## src/design/les_pkg.sv

```systemverilog
// Package for the Lorenz Euler integrator: fixed-point format, register
// reset values, register indexes and the control word of the shared add unit.
// No dependencies.
`timescale 1ns / 1ps

package les_pkg;

    localparam int FRAC_BITS = 24;
    localparam int VAL_W     = 32;
    localparam int COEF_W    = 31;
    localparam int DT_W      = 24;
    localparam int SUM_W     = VAL_W + 2;
    localparam int PROD_W    = 2 * VAL_W;

    // reset values: 8/3 rounded, 10, 28 and 0.001 truncated
    localparam logic [COEF_W-1:0] BETA_RESET  =
        COEF_W'(((64'd8 << FRAC_BITS) + 64'd1) / 64'd3);
    localparam logic [COEF_W-1:0] SIGMA_RESET = COEF_W'(64'd10 << FRAC_BITS);
    localparam logic [COEF_W-1:0] RHO_RESET   = COEF_W'(64'd28 << FRAC_BITS);
    localparam logic [DT_W-1:0]   DT_RESET    = DT_W'((64'd1 << FRAC_BITS) / 64'd1000);

    // configuration register indexes
    localparam logic [1:0] CFG_BETA  = 2'd0;
    localparam logic [1:0] CFG_SIGMA = 2'd1;
    localparam logic [1:0] CFG_RHO   = 2'd2;
    localparam logic [1:0] CFG_DT    = 2'd3;

    // opcodes
    localparam logic OP_LOAD = 1'b0;
    localparam logic OP_STEP = 1'b1;

    // add unit operand A sources
    localparam logic [2:0] AS_ZERO = 3'd0;
    localparam logic [2:0] AS_X    = 3'd1;
    localparam logic [2:0] AS_Y    = 3'd2;
    localparam logic [2:0] AS_Z    = 3'd3;
    localparam logic [2:0] AS_RHO  = 3'd4;
    localparam logic [2:0] AS_T0   = 3'd5;
    localparam logic [2:0] AS_P    = 3'd6;

    // add unit operand B sources
    localparam logic [1:0] BS_X = 2'd0;
    localparam logic [1:0] BS_Y = 2'd1;
    localparam logic [1:0] BS_Z = 2'd2;
    localparam logic [1:0] BS_P = 2'd3;

    typedef struct packed {
        logic [2:0] a_sel;
        logic [1:0] b_sel;
        logic       sub;
    } t_alu_ctl;

endpackage

```

## src/design/les_alu.sv

```systemverilog
// Shared saturating add/subtract unit of the Lorenz Euler integrator.
// Takes the registered product, scales and clamps it, then adds or subtracts
// two selected operands with clamping. Depends on les_pkg.
`timescale 1ns / 1ps

module les_alu (
    input  les_pkg::t_alu_ctl                 i_ctl,
    input  logic signed [les_pkg::VAL_W-1:0]  i_x,
    input  logic signed [les_pkg::VAL_W-1:0]  i_y,
    input  logic signed [les_pkg::VAL_W-1:0]  i_z,
    input  logic signed [les_pkg::VAL_W-1:0]  i_t0,
    input  logic        [les_pkg::COEF_W-1:0] i_rho,
    input  logic signed [les_pkg::PROD_W-1:0] i_prod,
    output logic signed [les_pkg::VAL_W-1:0]  o_res,
    output logic                              o_clamp
);
    import les_pkg::*;

    localparam logic signed [VAL_W-1:0] VMAX = {1'b0, {(VAL_W-1){1'b1}}};
    localparam logic signed [VAL_W-1:0] VMIN = {1'b1, {(VAL_W-1){1'b0}}};

    logic signed [PROD_W-1:0] p_shift;
    logic [PROD_W-VAL_W:0]    p_hi;
    logic signed [VAL_W-1:0]  p_val;
    logic                     p_clamp;
    logic                     p_used;
    logic signed [SUM_W-1:0]  op_a;
    logic signed [SUM_W-1:0]  op_b;
    logic signed [SUM_W-1:0]  sum;
    logic                     s_clamp;

    // floor scaling of the product, then clamp to the value range
    always_comb begin
        p_shift = i_prod >>> FRAC_BITS;
        p_hi    = p_shift[PROD_W-1:VAL_W-1];
        p_clamp = !((&p_hi) || !(|p_hi));
        if (!p_clamp) begin
            p_val = p_shift[VAL_W-1:0];
        end else if (p_shift[PROD_W-1]) begin
            p_val = VMIN;
        end else begin
            p_val = VMAX;
        end
    end

    always_comb begin
        case (i_ctl.a_sel)
            AS_X:    op_a = SUM_W'(i_x);
            AS_Y:    op_a = SUM_W'(i_y);
            AS_Z:    op_a = SUM_W'(i_z);
            AS_RHO:  op_a = {{(SUM_W-COEF_W){1'b0}}, i_rho};
            AS_T0:   op_a = SUM_W'(i_t0);
            AS_P:    op_a = SUM_W'(p_val);
            default: op_a = '0;
        endcase
        case (i_ctl.b_sel)
            BS_X:    op_b = SUM_W'(i_x);
            BS_Y:    op_b = SUM_W'(i_y);
            BS_Z:    op_b = SUM_W'(i_z);
            default: op_b = SUM_W'(p_val);
        endcase
        p_used = (i_ctl.a_sel == AS_P) || (i_ctl.b_sel == BS_P);
        sum    = i_ctl.sub ? (op_a - op_b) : (op_a + op_b);
        s_clamp = !((&sum[SUM_W-1:VAL_W-1]) || !(|sum[SUM_W-1:VAL_W-1]));
        if (!s_clamp) begin
            o_res = sum[VAL_W-1:0];
        end else if (sum[SUM_W-1]) begin
            o_res = VMIN;
        end else begin
            o_res = VMAX;
        end
        o_clamp = s_clamp || (p_used && p_clamp);
    end

endmodule

```

## src/design/lorenz_euler_step.sv

```systemverilog
// Lorenz system integrator, one forward Euler step per step item.
// Input channel: i_valid / o_ready with i_opcode and i_init_x/y/z.
// Output channel: o_valid / i_ready with o_out_x/y/z and o_saturated.
// Configuration: i_cfg_we writes i_cfg_data into register i_cfg_index
// (0 beta, 1 sigma, 2 rho, 3 time step); write only while idle.
// A load item sets the state and returns it, saturated 0; it passes from
// idle to the done state and then into the output register. A step item runs
// a counted sequence on one shared 32x32 multiplier (product registered) and
// one saturating add unit, issuing seven products one after another; each
// product is registered before the add unit reads it. o_ready is high only
// while idle, so no new item is taken before the last one leaves done.
// The result stays in an output register; the next item is taken while it
// waits, but a finished item holds in the done state until the register is
// free, so a stalled receiver stops the block after one item.
// Reset clears the state to zero, loads the default coefficients and
// drops any pending result.
`timescale 1ns / 1ps

module lorenz_euler_step (
    input  logic                              i_clk,
    input  logic                              i_rst_n,
    input  logic                              i_valid,
    output logic                              o_ready,
    input  logic                              i_opcode,
    input  logic signed [les_pkg::VAL_W-1:0]  i_init_x,
    input  logic signed [les_pkg::VAL_W-1:0]  i_init_y,
    input  logic signed [les_pkg::VAL_W-1:0]  i_init_z,
    output logic                              o_valid,
    input  logic                              i_ready,
    output logic signed [les_pkg::VAL_W-1:0]  o_out_x,
    output logic signed [les_pkg::VAL_W-1:0]  o_out_y,
    output logic signed [les_pkg::VAL_W-1:0]  o_out_z,
    output logic                              o_saturated,
    input  logic                              i_cfg_we,
    input  logic [1:0]                        i_cfg_index,
    input  logic [les_pkg::COEF_W-1:0]        i_cfg_data
);
    import les_pkg::*;

    localparam logic [1:0] ST_IDLE = 2'd0;
    localparam logic [1:0] ST_RUN  = 2'd1;
    localparam logic [1:0] ST_DONE = 2'd2;

    localparam int RUN_LAST = 9;
    localparam int CNT_W    = $clog2(RUN_LAST + 1);

    localparam logic [1:0] MA_SIGMA = 2'd0;
    localparam logic [1:0] MA_X     = 2'd1;
    localparam logic [1:0] MA_DT    = 2'd2;
    localparam logic [1:0] MA_BETA  = 2'd3;
    localparam logic [1:0] MB_T0    = 2'd0;
    localparam logic [1:0] MB_T1    = 2'd1;
    localparam logic [1:0] MB_Y     = 2'd2;
    localparam logic [1:0] MB_Z     = 2'd3;

    localparam logic [2:0] D_NONE = 3'd0;
    localparam logic [2:0] D_T0   = 3'd1;
    localparam logic [2:0] D_T1   = 3'd2;
    localparam logic [2:0] D_NX   = 3'd3;
    localparam logic [2:0] D_NY   = 3'd4;
    localparam logic [2:0] D_NZ   = 3'd5;

    logic [1:0]               r_state;
    logic [CNT_W-1:0]         r_cnt;
    logic [COEF_W-1:0]        r_beta;
    logic [COEF_W-1:0]        r_sigma;
    logic [COEF_W-1:0]        r_rho;
    logic [DT_W-1:0]          r_dt;
    logic signed [VAL_W-1:0]  r_x;
    logic signed [VAL_W-1:0]  r_y;
    logic signed [VAL_W-1:0]  r_z;
    logic signed [VAL_W-1:0]  r_nx;
    logic signed [VAL_W-1:0]  r_ny;
    logic signed [VAL_W-1:0]  r_nz;
    logic signed [VAL_W-1:0]  r_t0;
    logic signed [VAL_W-1:0]  r_t1;
    logic signed [PROD_W-1:0] r_prod;
    logic                     r_sat;
    logic                     r_ov;
    logic signed [VAL_W-1:0]  r_ox;
    logic signed [VAL_W-1:0]  r_oy;
    logic signed [VAL_W-1:0]  r_oz;
    logic                     r_osat;

    t_alu_ctl                 alu_ctl;
    logic [2:0]               alu_dst;
    logic [1:0]               ma_sel;
    logic [1:0]               mb_sel;
    logic signed [VAL_W-1:0]  mul_a;
    logic signed [VAL_W-1:0]  mul_b;
    logic signed [VAL_W-1:0]  alu_res;
    logic                     alu_clamp;
    logic                     in_acc;
    logic                     commit;

    assign o_ready     = (r_state == ST_IDLE);
    assign in_acc      = i_valid && o_ready;
    assign commit      = (r_state == ST_DONE) && (!r_ov || i_ready);
    assign o_valid     = r_ov;
    assign o_out_x     = r_ox;
    assign o_out_y     = r_oy;
    assign o_out_z     = r_oz;
    assign o_saturated = r_osat;

    // step schedule: the add unit at count n reads the product issued at n-1
    always_comb begin
        alu_ctl = '{a_sel: AS_ZERO, b_sel: BS_P, sub: 1'b0};
        alu_dst = D_NONE;
        ma_sel  = MA_DT;
        mb_sel  = MB_T1;
        case (r_cnt)
            CNT_W'(0): begin
                alu_ctl = '{a_sel: AS_Y, b_sel: BS_X, sub: 1'b1};
                alu_dst = D_T0;
            end
            CNT_W'(1): begin
                ma_sel  = MA_SIGMA;
                mb_sel  = MB_T0;
                alu_ctl = '{a_sel: AS_RHO, b_sel: BS_Z, sub: 1'b1};
                alu_dst = D_T1;
            end
            CNT_W'(2): begin
                ma_sel  = MA_X;
                mb_sel  = MB_T1;
                alu_dst = D_T0;
            end
            CNT_W'(3): begin
                ma_sel  = MA_DT;
                mb_sel  = MB_T0;
                alu_ctl = '{a_sel: AS_P, b_sel: BS_Y, sub: 1'b1};
                alu_dst = D_T1;
            end
            CNT_W'(4): begin
                ma_sel  = MA_X;
                mb_sel  = MB_Y;
                alu_ctl = '{a_sel: AS_X, b_sel: BS_P, sub: 1'b0};
                alu_dst = D_NX;
            end
            CNT_W'(5): begin
                ma_sel  = MA_DT;
                mb_sel  = MB_T1;
                alu_dst = D_T0;
            end
            CNT_W'(6): begin
                ma_sel  = MA_BETA;
                mb_sel  = MB_Z;
                alu_ctl = '{a_sel: AS_Y, b_sel: BS_P, sub: 1'b0};
                alu_dst = D_NY;
            end
            CNT_W'(7): begin
                alu_ctl = '{a_sel: AS_T0, b_sel: BS_P, sub: 1'b1};
                alu_dst = D_T1;
            end
            CNT_W'(8): begin
                ma_sel  = MA_DT;
                mb_sel  = MB_T1;
            end
            CNT_W'(9): begin
                alu_ctl = '{a_sel: AS_Z, b_sel: BS_P, sub: 1'b0};
                alu_dst = D_NZ;
            end
            default: begin
                alu_dst = D_NONE;
            end
        endcase
    end

    always_comb begin
        case (ma_sel)
            MA_SIGMA: mul_a = {{(VAL_W-COEF_W){1'b0}}, r_sigma};
            MA_X:     mul_a = r_x;
            MA_DT:    mul_a = {{(VAL_W-DT_W){1'b0}}, r_dt};
            default:  mul_a = {{(VAL_W-COEF_W){1'b0}}, r_beta};
        endcase
        case (mb_sel)
            MB_T0:   mul_b = r_t0;
            MB_T1:   mul_b = r_t1;
            MB_Y:    mul_b = r_y;
            default: mul_b = r_z;
        endcase
    end

    les_alu u_alu (
        .i_ctl   (alu_ctl),
        .i_x     (r_x),
        .i_y     (r_y),
        .i_z     (r_z),
        .i_t0    (r_t0),
        .i_rho   (r_rho),
        .i_prod  (r_prod),
        .o_res   (alu_res),
        .o_clamp (alu_clamp)
    );

    always_ff @(posedge i_clk) begin
        if (!i_rst_n) begin
            r_beta  <= BETA_RESET;
            r_sigma <= SIGMA_RESET;
            r_rho   <= RHO_RESET;
            r_dt    <= DT_RESET;
        end else if (i_cfg_we) begin
            case (i_cfg_index)
                CFG_BETA:  r_beta  <= i_cfg_data;
                CFG_SIGMA: r_sigma <= i_cfg_data;
                CFG_RHO:   r_rho   <= i_cfg_data;
                CFG_DT:    r_dt    <= i_cfg_data[DT_W-1:0];
                default:   r_dt    <= r_dt;
            endcase
        end
    end

    always_ff @(posedge i_clk) begin
        if (!i_rst_n) begin
            r_state <= ST_IDLE;
            r_cnt   <= '0;
            r_sat   <= 1'b0;
            r_ov    <= 1'b0;
            r_x     <= '0;
            r_y     <= '0;
            r_z     <= '0;
        end else begin
            if (commit) begin
                r_ov <= 1'b1;
            end else if (r_ov && i_ready) begin
                r_ov <= 1'b0;
            end
            case (r_state)
                ST_IDLE: begin
                    if (in_acc) begin
                        r_sat <= 1'b0;
                        r_cnt <= '0;
                        if (i_opcode == OP_LOAD) begin
                            r_nx    <= i_init_x;
                            r_ny    <= i_init_y;
                            r_nz    <= i_init_z;
                            r_state <= ST_DONE;
                        end else begin
                            r_state <= ST_RUN;
                        end
                    end
                end
                ST_RUN: begin
                    r_prod <= mul_a * mul_b;
                    if (alu_dst != D_NONE) begin
                        r_sat <= r_sat | alu_clamp;
                    end
                    case (alu_dst)
                        D_T0:    r_t0 <= alu_res;
                        D_T1:    r_t1 <= alu_res;
                        D_NX:    r_nx <= alu_res;
                        D_NY:    r_ny <= alu_res;
                        D_NZ:    r_nz <= alu_res;
                        default: r_t0 <= r_t0;
                    endcase
                    if (r_cnt == CNT_W'(RUN_LAST)) begin
                        r_state <= ST_DONE;
                    end else begin
                        r_cnt <= r_cnt + 1'b1;
                    end
                end
                ST_DONE: begin
                    // hold until the output register is free
                    if (commit) begin
                        r_x     <= r_nx;
                        r_y     <= r_ny;
                        r_z     <= r_nz;
                        r_ox    <= r_nx;
                        r_oy    <= r_ny;
                        r_oz    <= r_nz;
                        r_osat  <= r_sat;
                        r_state <= ST_IDLE;
                    end
                end
                default: begin
                    r_state <= ST_IDLE;
                end
            endcase
        end
    end

    a_load_done: assert property (@(posedge i_clk) disable iff (!i_rst_n)
        (in_acc && i_opcode == OP_LOAD) |=> (r_state == ST_DONE))
        else $error("load item did not go straight to done");

    a_run_end: assert property (@(posedge i_clk) disable iff (!i_rst_n)
        (r_state == ST_RUN && r_cnt == CNT_W'(RUN_LAST)) |=> (r_state == ST_DONE))
        else $error("step sequence did not end in done");

    a_state_hold: assert property (@(posedge i_clk) disable iff (!i_rst_n)
        (!commit) |=> ($stable(r_x) && $stable(r_y) && $stable(r_z)))
        else $error("state changed outside commit");

    a_sat_clear: assert property (@(posedge i_clk) disable iff (!i_rst_n)
        in_acc |=> !r_sat)
        else $error("saturation flag not cleared on new item");

    a_commit_out: assert property (@(posedge i_clk) disable iff (!i_rst_n)
        commit |=> (r_ov && r_ox == r_x && r_oy == r_y && r_oz == r_z))
        else $error("output does not match committed state");

endmodule
```

## config.mk

```make
export PLATFORM = sky130hd
export DESIGN_NAME = lorenz_euler_step
export DESIGN_NICKNAME = d
export VERILOG_FILES = /design/src/design/les_pkg.sv /design/src/design/les_alu.sv /design/src/design/lorenz_euler_step.sv
export SDC_FILE = /design/constraint.sdc
export NUM_CORES = 2
export LEC_CHECK = 0
export ABC_AREA = 1
export ABC_CLOCK_PERIOD_IN_PS = 22000
export BUFFER_PORTS_ARGS = -buffer_cell sky130_fd_sc_hd__buf_2
export CAP_MARGIN = 5
export CORE_AREA = 2 2 403 504
export DETAILED_ROUTE_END_ITERATION = 16
export DIE_AREA = 0 0 405 506
export GPL_TIMING_DRIVEN = 1
export PLACE_DENSITY_LB_ADDON = 0.12
export SKIP_CTS_REPAIR_TIMING = 1
export SLEW_MARGIN = 10
export SYNTH_ARGS = -nofsm -noshare
export SYNTH_HDL_FRONTEND = slang
export SYNTH_SLANG_ARGS = --single-unit
```

## constraint.sdc

```tcl
create_clock -name i_clk -period 22 [get_ports i_clk]
set_input_delay 4.4 -clock i_clk [delete_from_list [all_inputs] [get_ports i_clk]]
set_output_delay 4.4 -clock i_clk [all_outputs]
set_load 0.01 [all_outputs]
```

==> impl_metrics.tcl <==
set metrics [dict create \
    drt_iter0_drc 4212 \
    start_kind "register" \
    setup_viol 0 \
    syn_to_final_growth_pct 10.4 \
    antenna_found_initial 9 \
    fin_hold_ws_ns 0.448 \
    ys_types 61 \
    hold_viol_final 0 \
    tightest_slew_ns 1.11 \
    nNetsFinal 8508 \
    synth_compound_area_frac 0.0786 \
    max_freq_ghz 0.0870 \
    final_common_cell "nand2_1" \
    drv_cap 0 \
    synth-seq-area-share 0.223 \
    port_buffers 233 \
    yosysWarnings 0 \
    fp.dieW_um 405 \
    crit_required_ns 22.39 \
    drc 0 \
    vias 49000 \
    totalWireLength_um 265000 \
    async_flop_share 0 \
    synthMuxAreaShare 0 \
    path_buf_inv 9 \
    htree_levels 2 \
    grt_max_degree 139 \
    clkLatencyLatePin_ns 0.64 \
    outcome "completed" \
    min_period_over_period 0.523 \
    wl_per_cell_um 27.0 \
    synth-xor-area-share 0.0163 \
    syn_area_um2 59800 \
    skew_ns 0.0397 \
    final_cell_mix "1363 x nand2_1, 1277 x inv_1, 1082 x fa_1" \
    drtPass1Iterations 11 \
    min-delay-start "r_nz[16]" \
    r2r_slack_ns 10.50 \
    clock-sinks 518 \
    grt.overflow.total 0 \
    cts_root_buffer "clkbuf_16" \
    slew_violations 0 \
    timing.rr.end "r_prod[59]" \
    slew_headroom 0.258 \
    die_area_um2 205000 \
    grt_pass1_wl_um 378000 \
    grt_pass1_vias 51600 \
    synth_edf_count 297 \
    critPathKind "register to register" \
    synth_simple_gate_area_frac 0.171 \
    cp_num_cells 33 \
    avgSynthCellArea_um2 8.60 \
    core_um2 201000 \
    path_common_cell "fa_1" \
    die_h_um 506 \
    synth_flop_cell "edfxtp_1" \
    cts_made_buffers 48 \
    syn-num-nets 8385 \
    final_util 0.329 \
    ant_nets 0 \
    slowest_delay_ns 1.15 \
    viasPerCell 4.99 \
    cp.arrival_ns 11.89 \
    worstSetupEndpoint "r_prod[59]" \
    synth_fa_ha_area_frac 0.408 \
    synth-seq-cells 518 \
    cp-end-kind "register" \
    cp_top_family "adder cells" \
    drive_gt1_frac 0.0792 \
    path_clk_slew_ns 0.07 \
    cts_tree "built" \
    cp_max_fo 34 \
    reg2regPathDepth 33 \
    rsz0062_at_grt "no" \
    initial_core_util 0.298 \
    gp_congestion 0.957 \
    r2r-start "r_cnt[0]" \
    final.min_clock_period_ns 11.50 \
    clk_path_buf_depth 3 \
    nFillCells 21200 \
    critPathLaunch "r_cnt[0]" \
    rows 184 \
    synth_top_family_by_area "adder cells" \
    hold_path.class "register to register" \
    post-dp-hpwl_um 211000 \
    ios 234 \
    cp_slowest_cell "fa_1" \
    track_usage 0.257 \
    final.setup.tns_ns 0 \
    synthCells 6950 \
]
## cells by family after synthesis
logic type	Yosys count
AOI/OAI and AO/OA	821
xor gates and xnor gates	111
adders and majority gates	1300
buffers and inverters	1615
DFF	518
and+or+nand+nor	2585
## layout make-up
class                           instances  area [µm²]  share of cell area
Multi-Input combinational cell       4817       40500               0.614
Sequential cell                       518       13300               0.202
Inverter                             1315        4940              0.0748
Tap cell                             2697        3370              0.0511
Timing Repair Buffer                  373        2220              0.0337
Clock buffer                           58        1270              0.0192
Clock inverter                         31         347             0.00525
Antenna cell                            4        10.0            0.000152
## registers in the layout, summed over array words and instances, names as in the netlist, 31 cells and up
signal and cells:
o_out_x 32, o_out_y 32, o_out_z 32, r_beta 31
r_nx 32, r_ny 32, r_nz 32, r_prod 40
r_rho 31, r_sigma 31, r_t0 32, r_t1 32
r_x 32, r_y 32, r_z 32
## cell usage after synthesis, types with 41 or more instances
cell type / n / share of area
nand3_1: 179 / 0.015
fa_1: 1082 / 0.36
o21ai_1: 41 / 0.0034
nor2_1: 938 / 0.059
clkbuf_1: 269 / 0.017
nand2_1: 1371 / 0.086
ha_1: 218 / 0.046
a21oi_1: 264 / 0.022
xor2_1: 75 / 0.011
inv_1: 1280 / 0.080
o21ai_0: 309 / 0.026
edfxtp_1: 297 / 0.15
dfxtp_1: 221 / 0.074
## per-layer routing
metal	global-route usage	part of all wire
met5	0	0.00011
met4	0.125	0.057
met3	0.0264	0.055
met2	0.440	0.48
met1	0.324	0.41
## metrics by stage
| step | instances | setup slack, ns | area, µm² |
|---|---|---|---|
| after floorplan | 6950 | 12.34 | 59800 |
| after global placement | 9720 | 10.75 | 64400 |
| after detailed placement | 9720 | 10.55 | 64400 |
| after CTS | 9809 | 10.55 | 66000 |
| after global routing | 9810 | 9.93 | 66000 |
| final | 9813 | 10.50 | 66000 |
## worst min-delay path by stage
| stage | to | slack, ns | cells after the start |
|---|---|---|---|
| floorplan | o_saturated | 0.41 | 0 |
| global placement | r_beta[21] | 0.43 | 2 |
| detailed placement | o_out_z[16] | 0.43 | 0 |
| CTS | o_out_z[16] | 0.45 | 0 |
| global route | o_out_z[16] | 0.45 | 0 |
| finish | o_out_z[16] | 0.45 | 0 |
Power is not shown: default switching activity piles up to over one toggle a cycle in this logic, so the estimate is an artifact.
